### src/hdl/pe_base_reloc_parser_macros.svh
// Assertion macros for the base-relocation parser.
// Included by the modules that carry concurrent assertions; no other dependencies.
`ifndef PE_BASE_RELOC_PARSER_MACROS_SVH
`define PE_BASE_RELOC_PARSER_MACROS_SVH

// Property checked on every rising clock edge, masked while reset is high.
`define PBR_ASSERT(lbl, clk, rst, prop, msg) \
   lbl: assert property (@(posedge clk) disable iff (rst) (prop)) else $error(msg);

// Condition that must never be true outside reset.
`define PBR_NEVER(lbl, clk, rst, cond, msg) \
   `PBR_ASSERT(lbl, clk, rst, !(cond), msg)

`endif

### src/hdl/pbr_pkg.sv
// Shared types and constants for the base-relocation parser.
// No dependencies; compiled first.
package pbr_pkg;

   localparam int HALFWORD_W = 16;
   localparam int KIND_W     = 2;
   localparam int OFFSET_W   = 32;
   localparam int DELTA_W    = 64;
   localparam int SIZE_W     = 32;
   localparam int ENTRIES_W  = 31;

   // Result kinds
   localparam logic [KIND_W-1:0] KIND_FIX       = 2'd0;
   localparam logic [KIND_W-1:0] KIND_END       = 2'd1;
   localparam logic [KIND_W-1:0] KIND_MALFORMED = 2'd2;

   // Entry decode
   localparam logic [HALFWORD_W-1:0] TYPE_MASK   = 16'hF000;
   localparam logic [HALFWORD_W-1:0] TYPE_DIR64  = 16'hA000;
   localparam logic [HALFWORD_W-1:0] OFFSET_MASK = 16'h0FFF;
   localparam logic [SIZE_W-1:0]     HEADER_BYTES = 32'd8;

   // Parser phase: which header halfword comes next, or entries
   typedef enum logic [2:0] {
      PH_PAGE_LO = 3'd0,
      PH_PAGE_HI = 3'd1,
      PH_SIZE_LO = 3'd2,
      PH_SIZE_HI = 3'd3,
      PH_ENTRIES = 3'd4
   } phase_type;

   // One result beat between parser and output register
   typedef struct packed {
      logic [KIND_W-1:0]   kind;
      logic [OFFSET_W-1:0] offset;
      logic [DELTA_W-1:0]  addend;
   } result_type;

endpackage

### src/hdl/pbr_req_if.sv
// Input channel: one table halfword per beat, valid/ready handshake.
// Depends on pbr_pkg for the field width.
interface pbr_req_if;
   logic                             valid;
   logic                             ready;
   logic [pbr_pkg::HALFWORD_W-1:0]   table_halfword;

   modport source (output valid, output table_halfword, input ready);
   modport sink   (input valid, input table_halfword, output ready);
endinterface

### src/hdl/pbr_rsp_if.sv
// Result channel: one fix, end or malformed result per beat, valid/ready handshake.
// Depends on pbr_pkg for the field widths.
interface pbr_rsp_if;
   logic                           valid;
   logic                           ready;
   logic [pbr_pkg::KIND_W-1:0]     result_kind;
   logic [pbr_pkg::OFFSET_W-1:0]   fix_offset;
   logic [pbr_pkg::DELTA_W-1:0]    fix_addend;

   modport source (output valid, output result_kind, output fix_offset,
                   output fix_addend, input ready);
   modport sink   (input valid, input result_kind, input fix_offset,
                   input fix_addend, output ready);
endinterface

### src/hdl/pe_base_reloc_parser.sv
// Top level of the base-relocation table parser (DIR64 entries).
// Depends on pbr_pkg, pbr_req_if, pbr_rsp_if, pbr_parse and pbr_out_reg.
//
//   channel    direction  beat contents
//   req_beat   in         table_halfword[15:0]
//   rsp_beat   out        result_kind[1:0], fix_offset[31:0], fix_addend[63:0]
//   csr_wr_*   in         relocation_delta[63:0], write only
//
// One halfword is accepted per cycle while the parse stage can pass its beat on; its result,
// if any, passes through the input register, parse logic and output register.
// Reset is synchronous and clears the parse state, empties the output register and clears the delta.
// A stalled result holds the output register; the input register keeps accepting
// as long as the output register is free or draining in the same cycle.
module pe_base_reloc_parser (
   input  logic                         clock,
   input  logic                         reset,
   pbr_req_if.sink                      req_beat,
   pbr_rsp_if.source                    rsp_beat,
   input  logic                         csr_wr_en,
   input  logic [pbr_pkg::DELTA_W-1:0]  csr_wr_data
);
   import pbr_pkg::*;

   logic [DELTA_W-1:0] delta_ff;
   logic               out_free;
   logic               res_valid;
   result_type         res;

   // Relocation delta register
   always_ff @(posedge clock) begin
      if (reset) begin
         delta_ff <= '0;
      end else if (csr_wr_en) begin
         delta_ff <= csr_wr_data;
      end
   end

   pbr_parse u_parse (
      .clock       (clock),
      .reset       (reset),
      .in_valid    (req_beat.valid),
      .in_halfword (req_beat.table_halfword),
      .in_ready    (req_beat.ready),
      .delta       (delta_ff),
      .out_free    (out_free),
      .res_valid   (res_valid),
      .res         (res)
   );

   pbr_out_reg u_out_reg (
      .clock     (clock),
      .reset     (reset),
      .res_valid (res_valid),
      .res       (res),
      .out_free  (out_free),
      .rsp_beat  (rsp_beat)
   );

endmodule

### src/hdl/pbr_parse.sv
// Input register and header/entry parser of the base-relocation parser.
// Depends on pbr_pkg and pe_base_reloc_parser_macros.svh.
`include "pe_base_reloc_parser_macros.svh"

module pbr_parse (
   input  logic                            clock,
   input  logic                            reset,
   input  logic                            in_valid,
   input  logic [pbr_pkg::HALFWORD_W-1:0]  in_halfword,
   output logic                            in_ready,
   input  logic [pbr_pkg::DELTA_W-1:0]     delta,
   input  logic                            out_free,
   output logic                            res_valid,
   output pbr_pkg::result_type             res
);
   import pbr_pkg::*;

   logic                     stage_valid_ff, stage_valid_in;
   logic [HALFWORD_W-1:0]    hw_ff;
   phase_type                phase_ff, phase_in;
   logic [OFFSET_W-1:0]      page_ff, page_in;
   logic [HALFWORD_W-1:0]    size_lo_ff, size_lo_in;
   logic [ENTRIES_W-1:0]     entries_ff, entries_in;
   logic                     finished_ff, finished_in;

   logic                     advance;
   logic [SIZE_W-1:0]        size;
   logic [SIZE_W-1:0]        size_body;
   logic                     is_end, is_malformed, is_fix;
   logic [ENTRIES_W-1:0]     entries_dec;

   // Input stage holds a beat until the output side can take its result
   assign advance        = stage_valid_ff && out_free;
   assign in_ready       = !stage_valid_ff || out_free;
   assign stage_valid_in = in_ready ? in_valid : stage_valid_ff;

   always_ff @(posedge clock) begin
      if (reset) begin
         stage_valid_ff <= 1'b0;
      end else begin
         stage_valid_ff <= stage_valid_in;
      end
      if (in_valid && in_ready) begin
         hw_ff <= in_halfword;
      end
   end

   // Header decode
   assign size         = {hw_ff, size_lo_ff};
   assign size_body    = size - HEADER_BYTES;
   assign is_end       = (size == '0) && (page_ff == '0);
   assign is_malformed = size < HEADER_BYTES;
   assign is_fix       = ((hw_ff & TYPE_MASK) == TYPE_DIR64) && (delta != '0);
   assign entries_dec  = (entries_ff != '0) ? entries_ff - 1'b1 : entries_ff;

   // Next state
   always_comb begin
      phase_in    = phase_ff;
      page_in     = page_ff;
      size_lo_in  = size_lo_ff;
      entries_in  = entries_ff;
      finished_in = finished_ff;
      if (advance && !finished_ff) begin
         unique case (phase_ff)
            PH_PAGE_LO: begin
               page_in  = {{(OFFSET_W-HALFWORD_W){1'b0}}, hw_ff};
               phase_in = PH_PAGE_HI;
            end
            PH_PAGE_HI: begin
               page_in  = {hw_ff, page_ff[HALFWORD_W-1:0]};
               phase_in = PH_SIZE_LO;
            end
            PH_SIZE_LO: begin
               size_lo_in = hw_ff;
               phase_in   = PH_SIZE_HI;
            end
            PH_SIZE_HI: begin
               if (is_end || is_malformed) begin
                  finished_in = 1'b1;
                  phase_in    = PH_PAGE_LO;
               end else begin
                  entries_in = size_body[SIZE_W-1:1];
                  phase_in   = (size_body[SIZE_W-1:1] != '0) ? PH_ENTRIES : PH_PAGE_LO;
               end
            end
            PH_ENTRIES: begin
               entries_in = entries_dec;
               if (entries_dec == '0) begin
                  phase_in = PH_PAGE_LO;
               end
            end
            default: begin
               phase_in = PH_PAGE_LO;
            end
         endcase
      end
   end

   // Result for the beat in the stage
   always_comb begin
      res_valid  = 1'b0;
      res.kind   = KIND_FIX;
      res.offset = '0;
      res.addend = '0;
      if (advance && !finished_ff) begin
         unique case (phase_ff)
            PH_SIZE_HI: begin
               if (is_end) begin
                  res_valid = 1'b1;
                  res.kind  = KIND_END;
               end else if (is_malformed) begin
                  res_valid = 1'b1;
                  res.kind  = KIND_MALFORMED;
               end
            end
            PH_ENTRIES: begin
               if (is_fix) begin
                  res_valid  = 1'b1;
                  res.offset = page_ff + {{(OFFSET_W-HALFWORD_W){1'b0}}, hw_ff & OFFSET_MASK};
                  res.addend = delta;
               end
            end
            default: begin
               res_valid = 1'b0;
            end
         endcase
      end
   end

   always_ff @(posedge clock) begin
      if (reset) begin
         phase_ff    <= PH_PAGE_LO;
         page_ff     <= '0;
         size_lo_ff  <= '0;
         entries_ff  <= '0;
         finished_ff <= 1'b0;
      end else begin
         phase_ff    <= phase_in;
         page_ff     <= page_in;
         size_lo_ff  <= size_lo_in;
         entries_ff  <= entries_in;
         finished_ff <= finished_in;
      end
   end

   `PBR_NEVER(a_no_result_after_finish, clock, reset, finished_ff && res_valid, "result after table end")
   `PBR_ASSERT(a_entries_nonzero, clock, reset, (phase_ff == PH_ENTRIES) |-> (entries_ff != '0), "entry phase with no entries left")
   `PBR_ASSERT(a_finish_sticks, clock, reset, finished_ff |=> finished_ff, "finished flag cleared without reset")
   `PBR_NEVER(a_result_needs_room, clock, reset, res_valid && !out_free, "result with output register busy")

endmodule

### src/hdl/pbr_out_reg.sv
// Output register of the base-relocation parser: holds one result beat for the sink.
// Depends on pbr_pkg and pbr_rsp_if.
module pbr_out_reg (
   input  logic                 clock,
   input  logic                 reset,
   input  logic                 res_valid,
   input  pbr_pkg::result_type  res,
   output logic                 out_free,
   pbr_rsp_if.source            rsp_beat
);
   import pbr_pkg::*;

   logic       full_ff, full_in;
   result_type data_ff;

   // Register is free when empty or being drained this cycle
   assign out_free = !full_ff || rsp_beat.ready;
   assign full_in  = out_free ? res_valid : full_ff;

   always_ff @(posedge clock) begin
      if (reset) begin
         full_ff <= 1'b0;
      end else begin
         full_ff <= full_in;
      end
      if (out_free && res_valid) begin
         data_ff <= res;
      end
   end

   assign rsp_beat.valid       = full_ff;
   assign rsp_beat.result_kind = data_ff.kind;
   assign rsp_beat.fix_offset  = data_ff.offset;
   assign rsp_beat.fix_addend  = data_ff.addend;

endmodule

### src/flat_wrapper.sv
// flat-port wrapper written by rule: the top's interface ports become plain ports
module pe_base_reloc_parser_flat import pbr_pkg::*;
  (clock, reset, csr_wr_en, csr_wr_data, req_beat_valid, req_beat_table_halfword, req_beat_ready, rsp_beat_valid, rsp_beat_result_kind, rsp_beat_fix_offset, rsp_beat_fix_addend, rsp_beat_ready);
  pbr_req_if req_beat_i ();
  pbr_rsp_if rsp_beat_i ();
  input  logic clock;
  input  logic reset;
  input  logic csr_wr_en;
  input  logic [pbr_pkg::DELTA_W-1:0] csr_wr_data;
  input wire logic [$bits(req_beat_i.valid)-1:0] req_beat_valid;
  input wire logic [$bits(req_beat_i.table_halfword)-1:0] req_beat_table_halfword;
  output wire logic [$bits(req_beat_i.ready)-1:0] req_beat_ready;
  output wire logic [$bits(rsp_beat_i.valid)-1:0] rsp_beat_valid;
  output wire logic [$bits(rsp_beat_i.result_kind)-1:0] rsp_beat_result_kind;
  output wire logic [$bits(rsp_beat_i.fix_offset)-1:0] rsp_beat_fix_offset;
  output wire logic [$bits(rsp_beat_i.fix_addend)-1:0] rsp_beat_fix_addend;
  input wire logic [$bits(rsp_beat_i.ready)-1:0] rsp_beat_ready;
  assign req_beat_i.valid = req_beat_valid;
  assign req_beat_i.table_halfword = req_beat_table_halfword;
  assign req_beat_ready = req_beat_i.ready;
  assign rsp_beat_valid = rsp_beat_i.valid;
  assign rsp_beat_result_kind = rsp_beat_i.result_kind;
  assign rsp_beat_fix_offset = rsp_beat_i.fix_offset;
  assign rsp_beat_fix_addend = rsp_beat_i.fix_addend;
  assign rsp_beat_i.ready = rsp_beat_ready;
  pe_base_reloc_parser u_core (.clock(clock), .reset(reset), .req_beat(req_beat_i), .rsp_beat(rsp_beat_i), .csr_wr_en(csr_wr_en), .csr_wr_data(csr_wr_data));
endmodule
### config.mk
export PLATFORM = sky130hd
export DESIGN_NAME = pe_base_reloc_parser_flat
export DESIGN_NICKNAME = d
export VERILOG_FILES = /design/src/hdl/pbr_pkg.sv /design/src/hdl/pbr_req_if.sv /design/src/hdl/pbr_rsp_if.sv /design/src/hdl/pe_base_reloc_parser.sv /design/src/hdl/pbr_parse.sv /design/src/hdl/pbr_out_reg.sv /design/src/flat_wrapper.sv
export VERILOG_INCLUDE_DIRS = /design/src /design/src/hdl
export SDC_FILE = /design/constraint.sdc
export NUM_CORES = 1
export LEC_CHECK = 0
export ABC_AREA = 1
export BUFFER_PORTS_ARGS = -buffer_cell sky130_fd_sc_hd__buf_2
export CORE_ASPECT_RATIO = 1.75
export CORE_MARGIN = 2
export CORE_UTILIZATION = 58
export CTS_BUF_LIST = sky130_fd_sc_hd__clkbuf_2 sky130_fd_sc_hd__clkbuf_4 sky130_fd_sc_hd__clkbuf_8
export DETAILED_ROUTE_END_ITERATION = 6
export MAX_ROUTING_LAYER = met4
export PLACE_DENSITY = 0.92
export SYNTH_ARGS = -nofsm -noshare
export SYNTH_HDL_FRONTEND = slang
export SYNTH_SLANG_ARGS = --single-unit
### constraint.sdc
create_clock -name clock -period 6.8 [get_ports clock]
set_clock_uncertainty 0.05 [all_clocks]
set_input_delay 0.68 -clock clock [delete_from_list [all_inputs] [get_ports clock]]
set_output_delay 0.68 -clock clock [all_outputs]
set_load 0.02 [all_outputs]
After elaboration in Yosys (flattened, before gate mapping)
Cells that the tools add are included.
{"block": "word_totals", "regBits": 263, "in_bits": 85, "out_inout_bits": 100, "word_cells": 73}
{"block": "classes", "add_sub_neg": 3, "n_lt_le_gt_ge": 1, "eq_ne": 7, "muxes": 15, "bitwise": 3, "reduce_logical": 30}
{"cell": "$logic_not A32 Y1", "count": 2}
{"cell": "$pmux W32 S2", "count": 1}
{"cell": "$reduce_bool A64 Y1", "count": 1}
{"cell": "$mux W31", "count": 2}
{"cell": "$pmux W31 S2", "count": 1}
{"cell": "$reduce_bool A31 Y1", "count": 2}
{"cell": "$add A32 B12 Y32", "count": 1}
{"cell": "$lt A32 B4 Y1 const B", "count": 1}
{"cell": "$sub A32 B4 Y32 const B", "count": 1}
{"cell": "$logic_not A31 Y1", "count": 1}
{"cell": "$sub A31 B1 Y31 const B", "count": 1}
{"cell": "$pmux W3 S5", "count": 1}
{"cell": "$reduce_and A3 Y1", "count": 4}
{"cell": "$mux W3", "count": 3}
{"cell": "$reduce_and A2 Y1", "count": 4}
{"cell": "$eq A3 B2 Y1 const B", "count": 2}
{"cell": "$logic_and A1 B1 Y1", "count": 6}
{"cell": "$mux W1", "count": 5}
{"cell": "$eq A4 B4 Y1 const B", "count": 1}
{"cell": "$ne A2 B2 Y1 const B", "count": 2}
{"cell": "$reduce_bool A2 Y1", "count": 2}
{"cell": "$eq A3 B1 Y1 const B", "count": 1}
{"cell": "$eq A3 B3 Y1 const B", "count": 1}
{"cell": "$logic_not A1 Y1", "count": 3}
{"cell": "6 further kinds", "count": 10}

Depth between registers and ports, before layout
Gate-level depths: netlist of the first run.
{"block": "logic_depth", "depth_word": 6, "ltp_mapped": 18, "ltp_nobuf": 17}

Hierarchy
From an unflattened synthesis of the first run, not the netlist that was laid out.
{"block": "unflattened", "hier_cells": 1771, "area_unflattened_um2": 13404.1}
{"module": "pbr_parse", "instances": 1, "cells_each": 1262, "area_each_um2": 7747.4, "seq_area_each_um2": 2162.1}
{"module": "pbr_out_reg", "instances": 1, "cells_each": 104, "area_each_um2": 2990.4, "seq_area_each_um2": 2962.8}
{"module": "pe_base_reloc_parser", "instances": 1, "cells_each": 405, "area_each_um2": 2666.3, "seq_area_each_um2": 1281.2}

Worst setup path after synthesis of the first run
No wires, ideal clock.
{"block": "synth_path", "path_kind": "in2reg", "startpoint": "in rsp_beat_ready", "endpoint": "reg u_core.u_out_reg.data_ff (netlist bit u_core.u_out_reg.rsp_beat.fix_addend[0]), enable pin", "arrival_ps": 3001, "t_required_ps": 5826, "slack_ps": 2825, "stages": 6, "path_buffers": 0, "cell_sequence": "nor2_1 inv_1 nand3_1 inv_1 nand3b_1 nand2_1"}
{"block": "synth_via", "elab_chain_len": 5}
{"item": "start, declared", "line_no": "flat_wrapper.sv:17", "rtl": "input wire logic [$bits(rsp_beat_i.ready)-1:0] rsp_beat_ready;"}
{"item": "$logic_or A1 B1 Y1 (*)", "line_no": "pbr_out_reg.sv:17", "rtl": "assign out_free = !full_ff || rsp_beat.ready;"}
{"item": "$logic_and A1 B1 Y1", "line_no": "pbr_parse.sv:33", "rtl": "assign advance = stage_valid_ff && out_free;"}
{"item": "$logic_and A1 B1 Y1", "line_no": "pbr_parse.sv:105", "rtl": "if (advance && !finished_ff) begin"}
{"item": "$mux W1", "line_no": "pbr_parse.sv:105"}
{"item": "$logic_and A1 B1 Y1 (*)", "line_no": "pbr_out_reg.sv:26", "rtl": "if (out_free && res_valid) begin"}
{"item": "end signal, assigned", "line_no": "pbr_out_reg.sv:27", "rtl": "data_ff <= res;"}
{"item": "end, declared", "line_no": "pbr_out_reg.sv:14", "rtl": "result_type data_ff;"}
Every way passes the cells marked *; elsewhere a longest branch is shown, timed or not.
A chain may end at the register's enable or synchronous reset.

Final worst setup path of the first run
{"block": "layout_path", "startpoint": "reg u_core.u_parse.phase_ff[2]", "endpoint": "reg u_core.u_out_reg.data_ff (netlist bit u_core.u_out_reg.rsp_beat.fix_addend[46]), enable pin"}
{"block": "layout_via", "elab_chain_len": 4}
{"item": "start, declared", "line_no": "pbr_parse.sv:20", "rtl": "phase_type phase_ff, phase_in;"}
{"item": "start signal, assigned", "line_no": "pbr_parse.sv:138", "rtl": "phase_ff <= phase_in;"}
{"item": "$eq A3 B3 Y1 / $eq A3 B2 Y1 (equally long branches)", "line_no": "pbr_parse.sv:106", "rtl": "unique case (phase_ff)"}
{"item": "$pmux W1 S2 (*)", "line_no": "pbr_parse.sv:106"}
{"item": "$mux W1 (*)", "line_no": "pbr_parse.sv:105"}
{"item": "$logic_and A1 B1 Y1 (*)", "line_no": "pbr_out_reg.sv:26"}
Marked as above.

==> impl_metrics.ini, run 1 <==
[power_and_ir_drop]
p_clk_frac = 0.409
p_switching_w = 0.001103
p_sw_frac = 0.2801
combPwrFrac = 0.150
internal_power_w = 0.002833
p_leak_nw = 6.717
powerDensity_nw_per_um2 = 264.6
total_power_w = 0.003936
ir_drop_mv = 0.1738
pwr-share-seq = 0.441

[route]
viasPerCell = 5.879
drt_iter0_markers = 1247
drc = 0
drt.antenna.violating_nets = 0
wl_um = 41060
routed-via-count = 12430
wire_per_inst_um = 19.42
dr.pass1.iters = 6

[global_route]
grtUsageTotal = 0.3611
grt_start_max_net_pins = 129
grt_pass1_vias = 12200
grt_pass1_wl_um = 62910
grt_overflow = 0
antenna_found_initial = 6

[synth]
ys_seq_elements = 263
ys_seq_area_frac = 0.5013
ys.flop_type = dfxtp_1
yosysWarnings = 0
avgSynthCellArea_um2 = 7.894
synth_top_area_frac = 0.2679
async_flop_share = 0
ys_types = 47
synth_area_leaders = edfxtp_1 (27%), dfxtp_1 (23%), nand2_1 (8.2%)
synth_edf_count = 114
synthesis.instances = 1619
yosysTopAreaCell = edfxtp_1
synth_nets = 1721
netlist_area_um2 = 12780

[timing]
worst_slew_pin_slew_ns = 1.128
fin_crit_sh = 0.5698
whs_ns = 0.2459
finalSetupTns_ns = 0
hold_violations = 0
layout_setup_ws_ns = 2.925
rsz0062_at_grt = false
fmax_mhz = 258.1
slew_viol_final = 0
fin_crit_ns = 3.875
slew_headroom = 0.2482
setup_viol = 0

[cts]
clockRootBuffer = clkbuf_8
cts_tree = yes
clockBufferDepth = 3
cts_resized = 0
numCtsBuffers = 37
cts_sinks = 263
hold_buffers = 0
cts-htree-levels = 2
clk_latency_ns = 0.57
post-cts-setup-buffers = 0
clkSlewWorstSetupHoldPaths_ns = 0.07

[setup_path]
cp_max_fo = 79
worstSetupStartpointType = register
path_common_cell = buf_4
path_cells = inv_1, nor3_4, buf_4, inv_2, nor3_1, nand2_2, buf_4, nand2_4, buf_4
cp_slowest_cell = buf_4
slowest_delay_ns = 0.74
cp.arrival_ns = 4.00
worstSetupPathType = register to register
cp-end-kind = register
required_ns = 6.92

[die]
initial_core_util = 0.5920
rows = 71
ioPinCount = 185
die_y_um = 200.4
core_um2 = 21590
die_area_um2 = 23280
die_w_um = 116.2

[layout]
final_cell_count_no_fill = 2115
final_cell_mix = nand2_1 (276), nor2_1 (248), buf_2 (184)
final_nets = 1889
drive_gt1_frac = 0.1657
final_common_cell = nand2_1
syn_to_final_growth_pct = 16.39

[worst_hold_path]
hold_class = input pin to register

[placement]
dp_slack_ns = 2.990
gp_congestion = 1.024
dp_hpwl_um = 28140
portBuffers = 184
dp_cells = 2040

[run]
maxCapViolCount = 0

[status]
outcome = completed
==> area by class of cell <==
| type | count | area [um2] |
|---|---|---|
| Fill cell | 1620 | 6713 |
| Sequential cell | 263 | 6406 |
| Multi-Input combinational cell | 1107 | 5436 |
| Timing Repair Buffer | 190 | 965.9 |
| Inverter | 188 | 710.7 |
| Clock buffer | 49 | 636.9 |
| Tap cell | 292 | 365.4 |
| Clock inverter | 19 | 335.3 |
| Antenna cell | 7 | 17.52 |
==> worst max-delay path: cells and delay by family (launching register included) <==
kind | cells | cell delay, ns
and+or+nand+nor | 4 | 1.01
buffers and inverters | 5 | 1.93
DFF | 1 | 0.43
==> state kept, by name (all words and copies together), names as in the netlist <==
signal / flops
u_core.u_parse.entries_ff: 31
u_core.u_out_reg.rsp_beat.result_kind: 2
u_core.u_out_reg.rsp_beat.fix_addend: 64
u_core.u_out_reg.rsp_beat.fix_offset: 32
u_core.delta_ff: 64
u_core.u_parse.size_lo_ff: 16
u_core.u_parse.phase_ff: 3
u_core.u_parse.finished_ff: 1
u_core.u_parse.stage_valid_ff: 1
u_core.u_parse.hw_ff: 16
u_core.u_out_reg.rsp_beat.valid: 1
u_core.u_parse.page_ff: 32
==> kinds of logic after synthesis <==
family,Yosys count,synth area share
simple gates,695,0.2363
compound gates,377,0.1578
flops,263,0.5013
buf+inv,249,0.07499
xor+xnor,18,0.01234
fa+ha+maj,17,0.01723
==> power by group through the flow <==
stage | logic (W) | registers (W) | clock network, W
global route | 0.000652 | 0.00174 | 0.00167
global placement | 0.000552 | 0.00176 | 0
floorplan | 0.000417 | 0.00175 | 0
detailed placement | 0.000563 | 0.00177 | 0
CTS | 0.000573 | 0.00173 | 0.00160
finish | 0.000589 | 0.00174 | 0.00161
==> final timing paths <==
kind	endpoint	slack (ns)	depth (start not counted)	startpoint
setup / recovery	u_core.u_out_reg.rsp_beat.fix_addend[46]	2.93	9	u_core.u_parse.phase_ff[2]
hold / removal	u_core.u_parse.hw_ff[14]	0.25	1	req_beat_table_halfword[14]
setup reg to reg	u_core.u_out_reg.rsp_beat.fix_addend[46]	2.93	9	u_core.u_parse.phase_ff[2]
hold reg to reg	u_core.delta_ff[45]	0.45	2	u_core.delta_ff[45]
==> metal layers <==
metal  up-vias  track usage  routed length (um)
met5         -            -                   0
met4         0       0.3163                4313
met3       277      0.05991                2809
met2       745       0.5975               20510
met1      5645       0.3549               13430
li1       5767            -                   -
==> per-stage QoR <==
step                  util  instance area, um2
detailed placement  0.6432               13880
floorplan                -               12780
finish              0.6890               14870
global route        0.6889               14870
CTS                 0.6882               14860
global placement    0.6432               13880
==> synthesized netlist by cell type (3+ instances only) <==
| master | count |
|---|---|
| nor2_1 | 248 |
| a21oi_1 | 156 |
| nor2_2 | 11 |
| dfxtp_1 | 149 |
| nor2_4 | 4 |
| clkbuf_1 | 50 |
| nor4_1 | 8 |
| buf_1 | 5 |
| nand3_1 | 60 |
| nand2_1 | 278 |
| nand2_2 | 6 |
| inv_1 | 184 |
| nor3_1 | 17 |
| ha_1 | 16 |
| nand4_1 | 39 |
| nand3b_1 | 10 |
| o21ai_1 | 8 |
| o21bai_1 | 3 |
| a211oi_1 | 24 |
| or2_2 | 3 |
| xor2_1 | 17 |
| buf_2 | 3 |
| edfxtp_1 | 114 |
| o21ai_0 | 159 |
| a31oi_1 | 15 |
(Power assumes the default switching activity.)
==> run 2, diff against run 1 <==
- clock period: 6.8 -> 4.01 ns (I/O delays scaled with it)
==> impl_metrics.ini, run 2 (synthesis results as in run 1) <==
[die]
die_y_um = 200.4
die_area_um2 = 23280
initial_core_util = 0.5920
core_um2 = 21590
ioPinCount = 185
rows = 71
die_w_um = 116.2

[cts]
clkSlewWorstSetupHoldPaths_ns = 0.07
cts_sinks = 263
clk_latency_ns = 0.56
cts-htree-levels = 2
numCtsBuffers = 38
clockBufferDepth = 3
cts_resized = 0
clockRootBuffer = clkbuf_8
cts_tree = yes

[route]
wire_per_inst_um = 18.80
routed-via-count = 12320
drt.antenna.violating_nets = 0
dr.pass1.iters = 6
drt_iter0_markers = 1195
drc = 0
viasPerCell = 5.787
wl_um = 40030

[setup_path]
path_cells = nor2_1, nand2_1, nor2_1, nand2_1, nor2_1, nand3_1, nand3b_1, nand2_4, buf_4
cp_slowest_cell = nand2_4
cp.arrival_ns = 3.23
required_ns = 4.20
path_common_cell = nor2_1
slowest_delay_ns = 0.51
cp_max_fo = 43
cpLargestDelayFamily = simple AND/OR/NAND/NOR gates
worstSetupStartpointType = register
worstSetupPathType = register to register
cp-end-kind = register
path_buf_inv = 1

[placement]
dp_hpwl_um = 28970
dpl_cell_area_um2 = 13910
gp_congestion = 1.091
portBuffers = 184

[worst_hold_path]
hold_class = input pin to register

[power_and_ir_drop]
p_switching_w = 0.001811
p_leak_nw = 6.701
total_power_w = 0.006193
pwr-share-seq = 0.474
p_clk_frac = 0.364
powerDensity_nw_per_um2 = 417.2
combPwrFrac = 0.162
internal_power_w = 0.004382
p_sw_frac = 0.2924
ir_drop_mv = 0.4228

[timing]
fin_crit_sh = 0.7591
slew_viol_final = 0
rsz0062_at_grt = false
worst_slew_pin_slew_ns = 1.110
hold_violations = 0
whs_ns = 0.03110
fmax_mhz = 328.5
slew_headroom = 0.2599
setup_viol = 0
finalSetupTns_ns = 0
fin_crit_ns = 3.044

[layout]
final_nets = 1904
syn_to_final_growth_pct = 16.14
finalCoreUtilization = 0.6876
final_cell_mix = nand2_1 (276), nor2_1 (248), buf_2 (184)
final_area_um2 = 14840
final_common_cell = nand2_1
drive_gt1_frac = 0.1655

[global_route]
grt_pass1_wl_um = 62280
grt_overflow = 0
grt_pass1_vias = 12190
antenna_found_initial = 6
grtUsageTotal = 0.3562
grt_start_max_net_pins = 129

[run]
maxCapViolCount = 0

[status]
outcome = completed
## run 2: cell types whose count changed in the layout (fill, tap and decap cells not counted), sizes merged
cell | before | now
bufinv | 9 | 1
inv | 190 | 189
diode | 7 | 6
clkinvlp | 2 | 3
clkbuf | 49 | 60
clkinv | 6 | 4
dlygate4sd3 | 0 | 12
buf | 190 | 192
## run 2: repair_timing
| action | CTS | global route |
|---|---|---|
| buffers inserted | 0 | 0 |
| hold buffers | 12 | 0 |
| endpoints found under the setup margin | 0 | 0 |
| endpoints found under the hold margin | 12 | 0 |
## run 2: final timing paths
| kind | from | slack, ns | depth (start not counted) | to |
|---|---|---|---|---|
| worst max-delay path | u_core.u_parse.hw_ff[2] | 0.97 | 9 | u_core.u_out_reg.rsp_beat.fix_addend[11] |
| worst min-delay path | req_beat_table_halfword[2] | 0.03 | 1 | u_core.u_parse.hw_ff[2] |
| worst max register to register | u_core.u_parse.hw_ff[2] | 0.97 | 9 | u_core.u_out_reg.rsp_beat.fix_addend[11] |
| worst min register to register | u_core.u_parse.finished_ff | 0.42 | 2 | u_core.u_parse.finished_ff |
## run 2: power by group through the flow
stage	registers [W]	logic (W)	clock network, W
after floorplan	0.00297	0.000707	0
after global routing	0.00294	0.00112	0.00237
after detailed placement	0.00299	0.000961	0
after CTS	0.00293	0.000984	0.00227
after global placement	0.00298	0.000941	0
final	0.00294	0.00100	0.00225
## run 2: layer usage
metal	global-route usage	wire [um]	vias to the layer above
met2	0.6071	20490	655
met3	0.04569	2266	240
met4	0.3134	4290	0
met1	0.3414	12980	5632
li1	-	-	5793
met5	-	0	-
## run 2: through the flow
step	setup slack (ns)	instances
after detailed placement	1.054	2042
after global placement	1.109	2042
after floorplan	0.09627	1619
after global routing	0.7537	2129
after CTS	1.015	2123
final	0.9659	2129
## run 2: final cells by class
cell class | count | area [um2]
Antenna cell | 6 | 15.01
Clock buffer | 60 | 713.2
Clock inverter | 9 | 82.58
Fill cell | 1703 | 6744
Inverter | 188 | 710.7
Multi-Input combinational cell | 1107 | 5436
Sequential cell | 263 | 6406
Tap cell | 292 | 365.4
Timing Repair Buffer | 204 | 1114
